### config.mk
export PLATFORM = sky130hd
export DESIGN_NAME = pedestrian_crossing_controller
export DESIGN_NICKNAME = d
export VERILOG_FILES = /design/src/hdl/pcc_pkg.sv /design/src/hdl/pedestrian_crossing_controller.sv /design/src/hdl/pcc_csr.sv /design/src/hdl/pcc_seq.sv
export SDC_FILE = /design/constraint.sdc
export NUM_CORES = 1
export LEC_CHECK = 0
export BUFFER_PORTS_ARGS = -buffer_cell sky130_fd_sc_hd__buf_2
export CAP_MARGIN = 20
export CORE_MARGIN = 8
export CORE_UTILIZATION = 53
export DETAILED_ROUTE_END_ITERATION = 6
export GPL_ROUTABILITY_DRIVEN = 0
export PLACE_DENSITY = 0.7
export RECOVER_POWER = 100
export SYNTH_ARGS = -nofsm -noshare
export SYNTH_HDL_FRONTEND = slang
export SYNTH_HIERARCHICAL = 1
export SYNTH_SLANG_ARGS = --single-unit
### constraint.sdc
create_clock -name clock -period 4.7 [get_ports clock]
set_clock_uncertainty 0.1 [all_clocks]
set_input_delay 0.235 -clock clock [delete_from_list [all_inputs] [get_ports clock]]
set_output_delay 0.235 -clock clock [all_outputs]
set_load 0.1 [all_outputs]
### src/hdl/pcc_pkg.sv
// ----------------------------------------------------------------------------
// pcc_pkg
// Shared types and constants for the pedestrian crossing controller.
// ----------------------------------------------------------------------------
package pcc_pkg;

   localparam int TIMER_BITS     = 16;
   localparam int REPEAT_BITS    = 8;
   localparam int TIME_BITS      = 16;
   localparam int COUNT_BITS     = 8;
   localparam int CSR_INDEX_BITS = 3;
   localparam int CSR_DATA_BITS  = 16;

   typedef enum logic [CSR_INDEX_BITS-1:0] {
      REG_TRANSITION_TIME = 3'd0,
      REG_AMBER_TIME      = 3'd1,
      REG_FLASH_HALF_TIME = 3'd2,
      REG_FLASH_COUNT     = 3'd3,
      REG_BEEP_ON_TIME    = 3'd4,
      REG_BEEP_GAP_TIME   = 3'd5,
      REG_BEEP_COUNT      = 3'd6,
      REG_HOLD_TIME       = 3'd7
   } csr_index_type;

   typedef enum logic [3:0] {
      PH_REST      = 4'd0,
      PH_GREEN_OFF = 4'd1,
      PH_AMBER     = 4'd2,
      PH_GAP       = 4'd3,
      PH_RED       = 4'd4,
      PH_RED_CLEAR = 4'd5,
      PH_WALK      = 4'd6,
      PH_FLASH     = 4'd7,
      PH_CLEAR_A   = 4'd8,
      PH_CLEAR_B   = 4'd9,
      PH_HOLD      = 4'd10
   } phase_type;

   typedef struct packed {
      logic [TIME_BITS-1:0]  transition_time;
      logic [TIME_BITS-1:0]  amber_time;
      logic [TIME_BITS-1:0]  flash_half_time;
      logic [COUNT_BITS-1:0] flash_count;
      logic [TIME_BITS-1:0]  beep_on_time;
      logic [TIME_BITS-1:0]  beep_gap_time;
      logic [COUNT_BITS-1:0] beep_count;
      logic [TIME_BITS-1:0]  hold_time;
   } cfg_type;

   typedef struct packed {
      logic      green_lamp;
      logic      amber_lamp;
      logic      red_lamp;
      logic      walk_lamp;
      logic      dont_walk_lamp;
      logic      buzzer_on;
      logic      wait_lamp;
      phase_type phase_now;
   } lamps_type;

endpackage

### src/hdl/pedestrian_crossing_controller.sv
// ----------------------------------------------------------------------------
// pedestrian_crossing_controller
// Pelican-style crossing controller: one request per millisecond tick,
// one lamp/buzzer response per request.
// ----------------------------------------------------------------------------
// Each request carries the button level for one tick and produces exactly one
// response with every lamp level, the buzzer level and the phase number. A
// request is taken every clock cycle while the response register is empty or
// being drained; its response appears in that register on the next cycle.
// Phase timer, repeat counter and lamp decode feed the response register. The
// user is to write timing registers through the CSR port while no request is
// outstanding; the block itself does not enforce this.
// ----------------------------------------------------------------------------
module pedestrian_crossing_controller (
   input  logic                               clock,
   input  logic                               reset,
   input  logic                               req_valid,
   output logic                               req_ready,
   input  logic                               req_button,
   output logic                               rsp_valid,
   input  logic                               rsp_ready,
   output logic                               rsp_green_lamp,
   output logic                               rsp_amber_lamp,
   output logic                               rsp_red_lamp,
   output logic                               rsp_walk_lamp,
   output logic                               rsp_dont_walk_lamp,
   output logic                               rsp_buzzer_on,
   output logic                               rsp_wait_lamp,
   output logic [3:0]                         rsp_phase_now,
   input  logic                               csr_write_enable,
   input  logic [pcc_pkg::CSR_INDEX_BITS-1:0] csr_index,
   input  logic [pcc_pkg::CSR_DATA_BITS-1:0]  csr_write_data
);

   pcc_pkg::cfg_type   cfg;
   pcc_pkg::lamps_type lamps;
   pcc_pkg::lamps_type rsp_ff, rsp_in;
   logic               rsp_valid_ff, rsp_valid_in;
   logic               step;

   assign req_ready = ~rsp_valid_ff | rsp_ready;
   assign step      = req_valid & req_ready;

   pcc_csr u_csr (
      .clock            (clock),
      .reset            (reset),
      .csr_write_enable (csr_write_enable),
      .csr_index        (pcc_pkg::csr_index_type'(csr_index)),
      .csr_write_data   (csr_write_data),
      .cfg              (cfg)
   );

   pcc_seq u_seq (
      .clock  (clock),
      .reset  (reset),
      .step   (step),
      .button (req_button),
      .cfg    (cfg),
      .lamps  (lamps)
   );

   always_comb begin
      rsp_in       = rsp_ff;
      rsp_valid_in = rsp_valid_ff & ~rsp_ready;
      if (step) begin
         rsp_in       = lamps;
         rsp_valid_in = 1'b1;
      end
   end

   always_ff @(posedge clock) begin
      if (reset) begin
         rsp_valid_ff <= 1'b0;
      end else begin
         rsp_valid_ff <= rsp_valid_in;
      end
   end

   always_ff @(posedge clock) begin
      rsp_ff <= rsp_in;
   end

   assign rsp_valid          = rsp_valid_ff;
   assign rsp_green_lamp     = rsp_ff.green_lamp;
   assign rsp_amber_lamp     = rsp_ff.amber_lamp;
   assign rsp_red_lamp       = rsp_ff.red_lamp;
   assign rsp_walk_lamp      = rsp_ff.walk_lamp;
   assign rsp_dont_walk_lamp = rsp_ff.dont_walk_lamp;
   assign rsp_buzzer_on      = rsp_ff.buzzer_on;
   assign rsp_wait_lamp      = rsp_ff.wait_lamp;
   assign rsp_phase_now      = rsp_ff.phase_now;

endmodule

### src/hdl/pcc_csr.sv
// ----------------------------------------------------------------------------
// pcc_csr
// Timing and count registers, written through the plain CSR port.
// ----------------------------------------------------------------------------
module pcc_csr (
   input  logic                               clock,
   input  logic                               reset,
   input  logic                               csr_write_enable,
   input  pcc_pkg::csr_index_type             csr_index,
   input  logic [pcc_pkg::CSR_DATA_BITS-1:0]  csr_write_data,
   output pcc_pkg::cfg_type                   cfg
);

   pcc_pkg::cfg_type cfg_ff;
   pcc_pkg::cfg_type cfg_in;

   always_comb begin
      cfg_in = cfg_ff;
      if (csr_write_enable) begin
         unique case (csr_index)
            pcc_pkg::REG_TRANSITION_TIME: begin
               cfg_in.transition_time = csr_write_data[pcc_pkg::TIME_BITS-1:0];
            end
            pcc_pkg::REG_AMBER_TIME: begin
               cfg_in.amber_time = csr_write_data[pcc_pkg::TIME_BITS-1:0];
            end
            pcc_pkg::REG_FLASH_HALF_TIME: begin
               cfg_in.flash_half_time = csr_write_data[pcc_pkg::TIME_BITS-1:0];
            end
            pcc_pkg::REG_FLASH_COUNT: begin
               cfg_in.flash_count = csr_write_data[pcc_pkg::COUNT_BITS-1:0];
            end
            pcc_pkg::REG_BEEP_ON_TIME: begin
               cfg_in.beep_on_time = csr_write_data[pcc_pkg::TIME_BITS-1:0];
            end
            pcc_pkg::REG_BEEP_GAP_TIME: begin
               cfg_in.beep_gap_time = csr_write_data[pcc_pkg::TIME_BITS-1:0];
            end
            pcc_pkg::REG_BEEP_COUNT: begin
               cfg_in.beep_count = csr_write_data[pcc_pkg::COUNT_BITS-1:0];
            end
            pcc_pkg::REG_HOLD_TIME: begin
               cfg_in.hold_time = csr_write_data[pcc_pkg::TIME_BITS-1:0];
            end
            default: begin
               cfg_in = cfg_ff;
            end
         endcase
      end
   end

   always_ff @(posedge clock) begin
      if (reset) begin
         cfg_ff.transition_time <= pcc_pkg::TIME_BITS'(750);
         cfg_ff.amber_time      <= pcc_pkg::TIME_BITS'(2000);
         cfg_ff.flash_half_time <= pcc_pkg::TIME_BITS'(500);
         cfg_ff.flash_count     <= pcc_pkg::COUNT_BITS'(10);
         cfg_ff.beep_on_time    <= pcc_pkg::TIME_BITS'(20);
         cfg_ff.beep_gap_time   <= pcc_pkg::TIME_BITS'(100);
         cfg_ff.beep_count      <= pcc_pkg::COUNT_BITS'(100);
         cfg_ff.hold_time       <= pcc_pkg::TIME_BITS'(10000);
      end else begin
         cfg_ff <= cfg_in;
      end
   end

   assign cfg = cfg_ff;

endmodule

### src/hdl/pcc_seq.sv
// ----------------------------------------------------------------------------
// pcc_seq
// Crossing phase sequencer: button tracking, phase timer, repeat counter
// and lamp decode for one tick.
// ----------------------------------------------------------------------------
module pcc_seq (
   input  logic                clock,
   input  logic                reset,
   input  logic                step,
   input  logic                button,
   input  pcc_pkg::cfg_type    cfg,
   output pcc_pkg::lamps_type  lamps
);

   localparam int TB     = pcc_pkg::TIMER_BITS;
   localparam int RB     = pcc_pkg::REPEAT_BITS;
   localparam int TCMP_W = ((TB > pcc_pkg::TIME_BITS) ? TB : pcc_pkg::TIME_BITS) + 1;
   localparam int RCMP_W = ((RB > pcc_pkg::COUNT_BITS) ? RB : pcc_pkg::COUNT_BITS) + 1;
   localparam logic [TCMP_W-1:0] TICK_MAX = TCMP_W'({TB{1'b1}});
   localparam logic [RCMP_W-1:0] REP_MAX  = RCMP_W'({RB{1'b1}});

   pcc_pkg::phase_type phase_ff, phase_in, phase_a;
   logic [TB-1:0]      tick_ff, tick_in;
   logic [RB-1:0]      rep_ff, rep_in;
   logic               held_ff, held_in;
   logic               wait_ff, wait_in, wait_a;
   logic               half_ff, half_in;

   logic                          released;
   logic [pcc_pkg::TIME_BITS-1:0] dur;
   logic [pcc_pkg::COUNT_BITS-1:0] cnt;
   logic [TCMP_W-1:0]             tick_next;
   logic [RCMP_W-1:0]             rep_next;
   logic                          tdone;
   logic                          rdone;
   logic                          enter;
   pcc_pkg::phase_type            enter_phase;

   // button handling ahead of the phase step
   always_comb begin
      released = held_ff & ~button;
      phase_a  = phase_ff;
      wait_a   = wait_ff;
      if (phase_ff == pcc_pkg::PH_REST) begin
         if (button) begin
            wait_a = 1'b1;
         end else if (released) begin
            phase_a = pcc_pkg::PH_GREEN_OFF;
         end
      end else if (phase_ff == pcc_pkg::PH_HOLD) begin
         if (released) begin
            wait_a = 1'b1;
         end
      end
   end

   // lamp decode
   always_comb begin
      lamps                = '0;
      lamps.wait_lamp      = wait_a;
      lamps.phase_now      = phase_a;
      unique case (phase_a)
         pcc_pkg::PH_REST: begin
            lamps.green_lamp     = 1'b1;
            lamps.dont_walk_lamp = 1'b1;
         end
         pcc_pkg::PH_GREEN_OFF, pcc_pkg::PH_GAP: begin
            lamps.dont_walk_lamp = 1'b1;
         end
         pcc_pkg::PH_AMBER, pcc_pkg::PH_CLEAR_A, pcc_pkg::PH_CLEAR_B: begin
            lamps.amber_lamp     = 1'b1;
            lamps.dont_walk_lamp = 1'b1;
         end
         pcc_pkg::PH_RED: begin
            lamps.red_lamp       = 1'b1;
            lamps.dont_walk_lamp = 1'b1;
         end
         pcc_pkg::PH_RED_CLEAR: begin
            lamps.red_lamp = 1'b1;
         end
         pcc_pkg::PH_WALK: begin
            lamps.red_lamp  = 1'b1;
            lamps.walk_lamp = 1'b1;
            lamps.buzzer_on = ~half_ff;
         end
         pcc_pkg::PH_FLASH: begin
            lamps.walk_lamp  = half_ff;
            lamps.amber_lamp = half_ff;
         end
         default: begin
            lamps.green_lamp     = 1'b1;
            lamps.dont_walk_lamp = 1'b1;
         end
      endcase
   end

   // duration and count for the current part
   always_comb begin
      cnt = cfg.beep_count;
      unique case (phase_a)
         pcc_pkg::PH_AMBER: dur = cfg.amber_time;
         pcc_pkg::PH_GREEN_OFF, pcc_pkg::PH_GAP, pcc_pkg::PH_RED,
         pcc_pkg::PH_RED_CLEAR: dur = cfg.transition_time;
         pcc_pkg::PH_WALK: dur = half_ff ? cfg.beep_gap_time : cfg.beep_on_time;
         pcc_pkg::PH_FLASH, pcc_pkg::PH_CLEAR_A,
         pcc_pkg::PH_CLEAR_B: dur = cfg.flash_half_time;
         default: dur = cfg.hold_time;
      endcase
      if (phase_a == pcc_pkg::PH_FLASH) begin
         cnt = cfg.flash_count;
      end
      tick_next = TCMP_W'(tick_ff) + TCMP_W'(1);
      rep_next  = RCMP_W'(rep_ff) + RCMP_W'(1);
      tdone     = (tick_next >= TCMP_W'(dur)) || (tick_next >= TICK_MAX);
      rdone     = (rep_next >= RCMP_W'(cnt)) || (rep_next >= REP_MAX);
   end

   // next state
   always_comb begin
      phase_in    = phase_a;
      wait_in     = wait_a;
      held_in     = button;
      tick_in     = tick_ff;
      rep_in      = rep_ff;
      half_in     = half_ff;
      enter       = 1'b0;
      enter_phase = phase_a;
      if (phase_a != pcc_pkg::PH_REST) begin
         tick_in = tdone ? '0 : tick_next[TB-1:0];
         if (tdone) begin
            unique case (phase_a)
               pcc_pkg::PH_WALK, pcc_pkg::PH_FLASH: begin
                  if (!half_ff) begin
                     half_in = 1'b1;
                  end else if (rdone) begin
                     enter       = 1'b1;
                     enter_phase = (phase_a == pcc_pkg::PH_WALK) ?
                                   pcc_pkg::PH_FLASH : pcc_pkg::PH_CLEAR_A;
                  end else begin
                     half_in = 1'b0;
                     rep_in  = rep_next[RB-1:0];
                  end
               end
               pcc_pkg::PH_GREEN_OFF: begin
                  enter = 1'b1; enter_phase = pcc_pkg::PH_AMBER;
               end
               pcc_pkg::PH_AMBER: begin
                  enter = 1'b1; enter_phase = pcc_pkg::PH_GAP;
               end
               pcc_pkg::PH_GAP: begin
                  enter = 1'b1; enter_phase = pcc_pkg::PH_RED;
               end
               pcc_pkg::PH_RED: begin
                  enter = 1'b1; enter_phase = pcc_pkg::PH_RED_CLEAR;
               end
               pcc_pkg::PH_RED_CLEAR: begin
                  enter = 1'b1; enter_phase = pcc_pkg::PH_WALK;
               end
               pcc_pkg::PH_CLEAR_A: begin
                  enter = 1'b1; enter_phase = pcc_pkg::PH_CLEAR_B;
               end
               pcc_pkg::PH_CLEAR_B: begin
                  enter = 1'b1; enter_phase = pcc_pkg::PH_HOLD;
               end
               default: begin
                  enter       = 1'b1;
                  enter_phase = wait_a ? pcc_pkg::PH_GREEN_OFF : pcc_pkg::PH_REST;
               end
            endcase
         end
      end
      if (enter) begin
         phase_in = enter_phase;
         tick_in  = '0;
         rep_in   = '0;
         half_in  = 1'b0;
         if (enter_phase == pcc_pkg::PH_WALK) begin
            wait_in = 1'b0;
         end
      end
   end

   always_ff @(posedge clock) begin
      if (reset) begin
         phase_ff <= pcc_pkg::PH_REST;
         tick_ff  <= '0;
         rep_ff   <= '0;
         held_ff  <= 1'b0;
         wait_ff  <= 1'b0;
         half_ff  <= 1'b0;
      end else if (step) begin
         phase_ff <= phase_in;
         tick_ff  <= tick_in;
         rep_ff   <= rep_in;
         held_ff  <= held_in;
         wait_ff  <= wait_in;
         half_ff  <= half_in;
      end
   end

endmodule

==> summary.md, run 1 <==
| Metric | Value |
|---|---|
| Status | complete, but fails checks |
| Failing checks | max-capacitance violations, max-slew violations |
| Clock sinks | 155 |
| Clock buffer depth | 2 |
| Cell area power density | approximately 320 mW/mm^2 |
| Synth area leader | dfxtp_1 |
| Clk_lat worst skew | about 0.43 ns |
| Vias in the first global route | roughly 6300 |
| Commonest cells after routing, fill and taps aside | dfxtp_1, mux2i_1, nand2b_1 |
| TritonCTS clock tree | built |
| RSZ-0062 raised after global routing | no |
| # port buffers | 37 |
| Remaining global-route overflow | 0 |
| Syn nets | 931 |
| Final max-slew violation count | 104 |
| # IOs | 38 |
| HP Class | primary input to flop |
| CTS root buf | clkbuf_16 |
| Rows | 45 |
| Synth unique cells | 74 |
| Post-detailed-route wirelength per cell | 17.9 microns |
| Startpoint types | flop |
| Setup-failing EPs final | 0 |
| Proportion of layout cells with a drive suffix above 1 | 9.75% |
| Worst EP required | about 4.9 ns |
| Area added between synthesis and finish | 10.3% |
| Drt drc | 0 |
| Final HPWL from detailed placement | around 14000 microns |
| Slowest CP cell | or4b_1 |
| # placed instances | between 1000 and 1500 |
| GRT Overall Usage | 20.5% |
| Synth top area share | a little over a third |
| Vias | between 6000 and 7000 |
| Die footprint | around 0.02 sq mm |
| Fin area | roughly 0.009 sq mm |
| Syn_area_per_cell | between 9 and 10 sq um |
| Final Util | around 60% |
| Die width | approximately 140 microns |
| Total Wirelength | 19900 microns |
| Measured slew at the worst slew-check pin | around 3.8 ns |
| Leak Pwr | approximately 3.9 nW |
| Die Ht | 141 microns |
| Fmax | 228 MHz |
| Post-synth EDFFs | 11 |
| Final ANT Viol Nets | 0 |
| Largest net degree at the start of global routing | 104 |
| TNS Setup | 0 ns |
| Register area share after synthesis | ~39% |
| #FFs+latches synth | 155 |
| Crit path largest cell delay | roughly 0.52 ns |
| Crit path time final | about 4.4 ns |
| Worst-path cell chain | nor2b_2, and2_1, nand2_1, nand2_1, buf_4, a22oi_1, o21ai_0, a221oi_1, ha_1, nand4_1, nor4_2, a21boi_0, o21ai_0, o211ai_4, nand3_4, or4b_1, a21oi_1 |
| First-pass GRT wire length | ~33000 microns |
| Vias per cell | about 5.8 |
| Arr. time, crit path | 4.58 ns |
| Peak supply drop | between 0.2 and 0.3 mV |
| Crit path capture type | flop |
| Ranking of synthesized cells by area | dfxtp_1, mux2i_1, nand2b_1 |
| Htree depth | 4 |
| Synth warn | 6 |
| Core Box Area | ~0.015 sq mm |
| First-pass DRT Iterations | 5 |
| Setup CP Type | flop to flop |
| Initial antenna violation count | 0 |
| Reg clk slew, reported paths | ~0.060 ns |
| Total Power | roughly 3 mW |
| Post-DP Area | between 0.008 and 0.009 sq mm |
| Final Hold Fails | 0 |
| Relative slew slack | -153% |
| Most common cell after layout, fill and taps aside | dfxtp_1 |
| FFs w/ async S/R, synth | 0% |
| Max-Cap Viols | 1 |
| Top FF cell, synth | dfxtp_1 |
| Crit Path Max Fanout | 16 |
| Synth Cell Area | about 0.0083 sq mm |
| Final cell count without fillers | between 1000 and 1500 |
| N_diodes | 0 |
| First DRT Iteration DRCs | around 640 |
| Tcrit/Tclk final | 93.1% |
| Initial core utilization | a little over half |
| CTS buffer count | 17 |
| Final nets | 943 |
| Cells after Synth | approximately 900 |
## critical path, delay by kind of cell, from the launching register on
family	cells	cell delay, ns
simple gates	8	2.05
fa+ha+maj	1	0.32
buf+inv	1	0.26
compound gates	7	1.18
flops	1	0.34
## worst paths after layout
| path | startpoint | end | slack (ns) | cells after the start |
|---|---|---|---|---|
| min reg2reg | u_csr/cfg[48]$_SDFFE_PP0P_ | u_csr/cfg[48]$_SDFFE_PP0P_ | 0.37 | 2 |
| min | csr_write_data[1] | u_csr/cfg[97]$_SDFFE_PP1P_ | 0.03 | 3 |
| max | u_seq/phase_ff[1]$_SDFFE_PP0P_ | u_seq/rep_ff[6]$_SDFFE_PP0P_ | 0.32 | 17 |
| max reg2reg | u_seq/phase_ff[1]$_SDFFE_PP0P_ | u_seq/rep_ff[6]$_SDFFE_PP0P_ | 0.32 | 17 |
## per-stage QoR
stage | setup slack [ns] | hold WS, ns
detailed placement | 0.322 | 0.364
finish | 0.322 | 0.0261
CTS | 0.281 | 0.00193
global route | 0.0134 | 0.0269
global placement | 0.495 | 0.358
floorplan | 0.462 | 0.197
## sequential cells by signal (all words and copies together), names as in the netlist
name and flops:
rsp_wait_lamp 1, rsp_phase_now 4, rsp_amber_lamp 1, u_seq/held_ff 1, u_seq/rep_ff 8, rsp_green_lamp 1, rsp_dont_walk_lamp 1, rsp_buzzer_on 1
rsp_walk_lamp 1, u_seq/phase_ff 4, rsp_red_lamp 1, u_seq/half_ff 1, u_csr/cfg 112, rsp_valid 1, u_seq/wait_ff 1, u_seq/tick_ff 16
## cells by family (layout without fill, tap and decap cells)
group,count (synthesis),in the layout,synth area share (%)
simple gates,311,311,20.8
flops,155,155,38.7
mux,138,138,16.6
compound gates,128,128,11.0
buf+inv,84,109,5.00
xor+xnor,34,34,3.67
fa+ha+maj,28,28,4.22
## final cells by class
class                      count  area, sq um
clock buffer                  21          460
clock inverter                11          108
fill                        1314         6090
inverter                      13         48.8
multi-input combinational    639         4700
sequential                   155         3210
tap                          211          264
timing repair buffer          64          369
## power breakdown
part	total (mW)	internal (mW)	leakage, nW	switching [mW]
Combinational	0.222	0.0782	2.34	0.144
Sequential	1.37	1.36	1.27	0.0160
Clock	1.33	0.765	0.280	0.563
Total	2.92	2.20	3.89	0.723
## per-layer routing
| layer | wire, microns | vias up | global-route usage, % | part of all wire (%) |
|---|---|---|---|---|
| li1 | - | 3119 | - | - |
| met1 | 9320 | 3097 | 26.8 | 47 |
| met2 | 9380 | 179 | 32.6 | 47 |
| met3 | 932 | 23 | 4.59 | 4.7 |
| met4 | 305 | 0 | 7.24 | 1.5 |
| met5 | 0 | - | 0 | 0 |
## synth_stat cells, drive strengths merged (3+ instances only)
master  instances
nor4bb          3
nor4            4
clkbuf         37
xnor2          11
nand4          11
nor2           87
a21boi          3
and3            6
nand2b        100
nand3          18
a211oi          4
nand2          36
o41ai           3
nand4b          3
nand3b          3
a22oi          20
or3             5
a221oi         16
a21oi          21
buf            34
xor2           23
and2            7
dfxtp         144
mux2i         137
nor2b           9
nor3            6
edfxtp         11
inv            13
o21ai          33
ha             28
## repair_timing
item	in CTS	in global routing
resized for setup	0	3
buffers inserted	0	0
hold endpoints to repair	6	0
hold buffers	6	0
endpoints found under the setup margin	0	20
(Power assumes the default switching activity.)
==> inputs of run 2 (changes only) <==
Settings changed: REMOVE_ABC_BUFFERS from default to 1.
==> run 2 against run 1 <==
Compared with the run above:
- the run still ends with max-capacitance violations, max-slew violations left
- first-iteration DRC count shrank 14%
- power up 0.78%
- register-to-register slack worse by 0.08 ns
- highest routed layer unchanged
==> summary.md, run 2 (same netlist as run 1, synthesis figures left out) <==
| Metric | Value |
|---|---|
| Status | complete, but fails checks |
| Failing checks | max-capacitance violations, max-slew violations |
| Vias per cell | between 5 and 6 |
| Filler Cells Inserted | 1303 |
| Leak Pwr | between 3 and 4 nW |
| Vias | ~6400 |
| Most common cell after layout, fill and taps aside | dfxtp_1 |
| Relative slew slack | -74.0% |
| Met2 wire length | around 9000 microns |
| Core Box Area | roughly 0.015 sq mm |
| Post-detailed-route wirelength per cell | between 15 and 20 microns |
| Crit path capture type | flop |
| Tcrit/Tclk final | 94.8% |
| Die footprint | ~0.02 sq mm |
| Peak supply drop | between 0.2 and 0.3 mV |
| Htree depth | 4 |
| Clock buffer depth | 2 |
| Final ANT Viol Nets | 0 |
| TNS Setup | 0 ns |
| Area added between synthesis and finish | 10.5% |
| DR top layer | met4 |
| Setup-failing EPs final | 0 |
| Initial core utilization | a little over half |
| Final nets | 940 |
| Met3 wire len | about 1000 microns |
| Die Ht | 141 microns |
| Reg clk slew, reported paths | around 0.060 ns |
| M1 WL | 9050 microns |
| Vias in the first global route | about 6300 |
| Crit Path Max Fanout | 16 |
| Final max-slew violation count | 68 |
| RSZ-0062 raised after global routing | no |
| Final HPWL from detailed placement | approximately 13000 microns |
| Drt drc | 0 |
| Largest net degree at the start of global routing | 96 |
| First-pass GRT wire length | about 32000 microns |
| Max-Cap Viols | 1 |
| Rows | 45 |
| First-pass DRT Iterations | 6 |
| Die width | 141 microns |
| HP Class | primary input to flop |
| # port buffers | 37 |
| N_diodes | 0 |
| Crit path time final | between 4 and 5 ns |
| Fmax | between 200 and 250 MHz |
| CTS root buf | clkbuf_16 |
| Initial antenna violation count | 0 |
| Final worst slack | approximately 0.24 ns |
| Post-Place Setup Slack | just over 0.02 ns |
| Arr. time, crit path | 4.69 ns |
| GRT Overall Usage | between 15 and 20% |
| Measured slew at the worst slew-check pin | about 2.6 ns |
| Setup CP Type | flop to flop |
| TritonCTS clock tree | built |
| Remaining global-route overflow | 0 |
| Final Hold Fails | 0 |
| Clk_lat worst skew | roughly 0.42 ns |
| Total Power | between 2 and 3 mW |
| First DRT Iteration DRCs | roughly 550 |
| Commonest cells after routing, fill and taps aside | dfxtp_1, mux2i_1, nand2b_1 |
| Clock sinks | 155 |
| Startpoint types | flop |
| Proportion of layout cells with a drive suffix above 1 | between 10% and 20% |
| Worst EP required | between 4 and 5 ns |
| Max reg flops | between 100 and 150 |
| Total Wirelength | slightly below 20000 microns |
| Cell area power density | 321 mW/mm^2 |
| CTS buffer count | 17 |
| # IOs | 38 |
run 2: cell types whose count changed in the layout (fill, tap and decap cells not counted), moves of 2 or more:
cell / before / now
inv_6: 4 / 0
nand2_1: 36 / 33
nand2_2: 0 / 3
bufinv_16: 1 / 3
inv_4: 2 / 0
run 2: worst max-delay path, cell delays in order, from the launching register on:
cell	delay, ns
dfxtp_1	0.31
nor2b_1	0.16
and2_1	0.23
nand2_1	0.19
nand2_2	0.27
a22oi_1	0.25
o21ai_0	0.11
a221oi_1	0.40
ha_1	0.34
a21oi_1	0.14
o21ai_0	0.10
a221o_1	0.32
o21ai_0	0.31
o211ai_4	0.22
and2_4	0.25
or2_2	0.42
a211oi_2	0.24
run 2: per-layer routing:
layer / global-route usage, % / vias up
met1: 25.3 / 3069
met5: 0 / -
met2: 32.3 / 164
met3: 4.69 / 22
met4: 5.88 / 0
li1: - / 3119
run 2: worst paths after layout:
check	cells past startpoint	slack, ns	startpoint	to
worst min register to register	2	0.37	u_seq/wait_ff$_SDFFE_PP0P_	u_seq/wait_ff$_SDFFE_PP0P_
worst max register to register	16	0.24	u_seq/phase_ff[1]$_SDFFE_PP0P_	u_seq/tick_ff[1]$_SDFFE_PP0P_
worst max-delay path	16	0.24	u_seq/phase_ff[1]$_SDFFE_PP0P_	u_seq/tick_ff[1]$_SDFFE_PP0P_
worst min-delay path	3	0.02	csr_write_data[7]	u_csr/cfg[103]$_SDFFE_PP1P_
run 2: through the flow:
stage | instance area [sq um] | utilization [%] | cells | hold WS (ns)
final | 9180 | 60.1 | 1110 | 0.0222
after global routing | 9180 | 60.1 | 1110 | 0.0250
after CTS | 9200 | 60.3 | 1110 | 0.00993
after detailed placement | 8570 | 56.2 | 1074 | 0.356
after global placement | 8570 | 56.2 | 1074 | 0.345
after floorplan | 7940 | - | 807 | 0.197
run 2: what timing repair did:
action | 4_1_cts | 5_1_grt
buffers inserted | 0 | 0
gates resized for setup | 1 | 6
hold buffers | 5 | 0
pin swaps | 0 | 0
hold endpoints to repair | 4 | 0
setup endpoints to repair | 1 | 22
run 2: area by class of cell:
| class | instances | area [sq um] | share of cell area, % |
|---|---|---|---|
| repair buffers | 61 | 357 | 3.89 |
| clock buffers | 24 | 462 | 5.03 |
| multi-input cells | 639 | 4720 | 51.4 |
| flip-flops and latches | 155 | 3210 | 35.0 |
| inverters | 13 | 48.8 | 0.532 |
| clock inverters | 7 | 116 | 1.27 |
| well taps | 211 | 264 | 2.88 |
run 2: power breakdown:
part | internal, mW | total [mW] | switching, mW
registers | 1.36 | 1.37 | 0.0157
clock network | 0.845 | 1.35 | 0.508
logic | 0.0768 | 0.218 | 0.142
total | 2.28 | 2.95 | 0.666
==> inputs of run 3 (changes only) <==
Settings changed: CORE_UTILIZATION 53 to 35, PLACE_DENSITY 0.7 to default.
Clock period 4.7 ns to 5 ns, I/O delays scaled along.
==> run 3 against run 2 <==
Compared with the run above:
- the flow still finishes with violations (max-capacitance violations, max-slew violations)
- cell count grew 9.6%
- combinational power decreased by 7%
- final area grew 1.5%
- sequential cell count stayed put
- worst setup slack improved by 0.13 ns
- die area is 45% higher
- non-clock buffer count is 2 lower
- hold slack worse by 0.016 ns
- sequential share of layout area decreased by 0.53 points
- count of clock-buffer cells in the layout is 2 lower
- global-route usage down 6.2 points
- largest power group is now clock
- highest routed layer unchanged
==> summary.md, run 3 (same netlist as run 1, synthesis figures left out) <==
| Metric | Value |
|---|---|
| Vias per cell | just over 5 |
| Max reg flops | roughly 110 |
| Post-CTS setup buffers | 0 |
| Setup-failing EPs final | 0 |
| Die footprint | just under 0.03 sq mm |
| Relative slew slack | -61.3% |
| TritonCTS clock tree | built |
| Final max-slew violation count | ~170 |
| Remaining global-route overflow | 0 |
| Crit path capture type | flop |
| # port buffers | 37 |
| HP Class | primary input to flop |
| Final cell count without fillers | between 1000 and 1500 |
| Proportion of layout cells with a drive suffix above 1 | under 10% |
| Initial antenna violation count | 0 |
| First-pass GRT wire length | 31500 microns |
| Fmax | ~220 MHz |
| Commonest cells after routing, fill and taps aside | dfxtp_1, mux2i_1, nand2b_1 |
| Post-detailed-route wirelength per cell | 16.0 microns |
| Die Ht | between 150 and 200 microns |
| Register area | between 0.003 and 0.004 sq mm |
| Final Util | between 30% and 40% |
| Rows | 56 |
| # IOs | 38 |
| Setup CP Type | flop to flop |
| Drt drc | 0 |
| Hold WS | between 0.006 and 0.007 ns |
| M1 WL | ~10000 microns |
| Final HPWL from detailed placement | 13000 microns |
| Crit Path Max Fanout | 16 |
| Core Box Area | about 0.023 sq mm |
| Worst EP required | about 5.2 ns |
| Crit path time final | between 4 and 5 ns |
| First DRT Iteration DRCs | just over 400 |
| CTS buffer count | 17 |
| Met3 wire len | approximately 700 microns |
| CTS root buf | clkbuf_16 |
| Measured slew at the worst slew-check pin | roughly 2.4 ns |
| TNS Setup | 0 ns |
| Clock sinks | roughly 160 |
| # placed instances | ~1200 |
| Status | complete, but fails checks |
| Die width | around 170 microns |
| Tcrit/Tclk final | between 90 and 100% |
| FF-to-FF Start | u_seq/phase_ff[2]$_SDFFE_PP0P_ |
| Hold path start | csr_write_data[13] |
| Final nets | 938 |
| Area of the multi-input gates | around 0.0047 sq mm |
| Arr. time, crit path | around 4.9 ns |
| Met2 wire length | roughly 8600 microns |
| N_diodes | 0 |
| Peak supply drop | 0.169 mV |
| Reg clk slew, reported paths | 0.06 ns |
| Leak Pwr | a little under 4 nW |
| Total Wirelength | around 20000 microns |
| First-pass DRT Iterations | 4 |
| DR top layer | met4 |
| Clk_lat worst skew | between 0.4 and 0.5 ns |
| Vias | between 6000 and 7000 |
| RSZ-0062 raised after global routing | no |
| CP Launch Point | u_seq/phase_ff[2]$_SDFFE_PP0P_ |
| Most common cell after layout, fill and taps aside | dfxtp_1 |
| Initial core utilization | 35.5% |
| Startpoint types | flop |
| Final Hold Fails | 0 |
| Area added between synthesis and finish | 12.1% |
| GRT Overall Usage | between 10% and 20% |
| Vias in the first global route | 5836 |
| Final ANT Viol Nets | 0 |
| Total Power | 2.86 mW |
| Filler Cells Inserted | approximately 2300 |
| Max-Cap Viols | 3 |
| Cell area power density | 307 mW/mm^2 |
| Largest net degree at the start of global routing | 60 |
| Failing checks | max-capacitance violations, max-slew violations |
| Htree depth | 4 |
| Clock buffer depth | 2 |
run 3: cell count changes in the layout (fill, tap and decap cells not counted), sizes merged:
cell / previous run / this run
clkbuf: 40 / 41
clkinvlp: 1 / 2
clkinv: 3 / 2
buf: 40 / 38
dlygate4sd3: 5 / 2
inv: 13 / 17
bufinv: 3 / 2
run 3: repair_timing:
item | 4_1_cts | 5_1_grt
endpoints found under the hold margin | 2 | 0
gates resized for setup | 0 | 0
hold buffers | 2 | 0
run 3: through the flow:
| step | worst slack (ns) | area, sq um |
|---|---|---|
| final | 0.374 | 9310 |
| after global routing | 0.0664 | 9310 |
| after CTS | 0.484 | 9370 |
| after detailed placement | 0.500 | 8720 |
| after global placement | 0.625 | 8690 |
| after floorplan | 0.425 | 7940 |
run 3: final timing paths:
kind | slack [ns] | cells after the start | end
worst max-delay path | 0.37 | 14 | u_seq/rep_ff[6]$_SDFFE_PP0P_
worst max register to register | 0.37 | 14 | u_seq/rep_ff[6]$_SDFFE_PP0P_
worst min-delay path | 0.007 | 3 | u_csr/cfg[13]$_SDFFE_PP1P_
worst min register to register | 0.37 | 2 | u_csr/cfg[74]$_SDFFE_PP0P_
run 3: layout make-up:
class                           instances  share of cell area, %
Multi-Input combinational cell        639                   50.3
Timing Repair Buffer                   59                   3.67
Sequential cell                       155                   34.5
Tap cell                              319                   4.29
Clock inverter                         10                   1.33
Clock buffer                           22                   5.44
Inverter                               13                  0.524
run 3: power breakdown:
group          switching [mW]  leakage [nW]  internal (mW)
logic                   0.133          2.32         0.0702
clock network           0.541         0.304          0.829
registers              0.0143          1.27           1.28
total                   0.688          3.90           2.17
run 3: critical path, cell delays in order (launching register included):
cell and delay (ns):
dfxtp_1 0.64, nor2_1 0.14, and2_1 0.47, a22oi_1 0.25, o21ai_0 0.11, a221oi_1 0.39, ha_1 0.21, nand4_1 0.13
nor4_1 0.38, a21boi_0 0.20, o21ai_0 0.18, o211ai_4 0.20, nand3_1 0.35, or4b_1 0.59, a21oi_1 0.16
run 3: routing by layer:
metal  up-vias  global-route usage, %
li1       3111                      -
met3        15                   2.78
met5         -                      0
met1      2948                   19.0
met2       105                   20.8
met4         0                   3.78
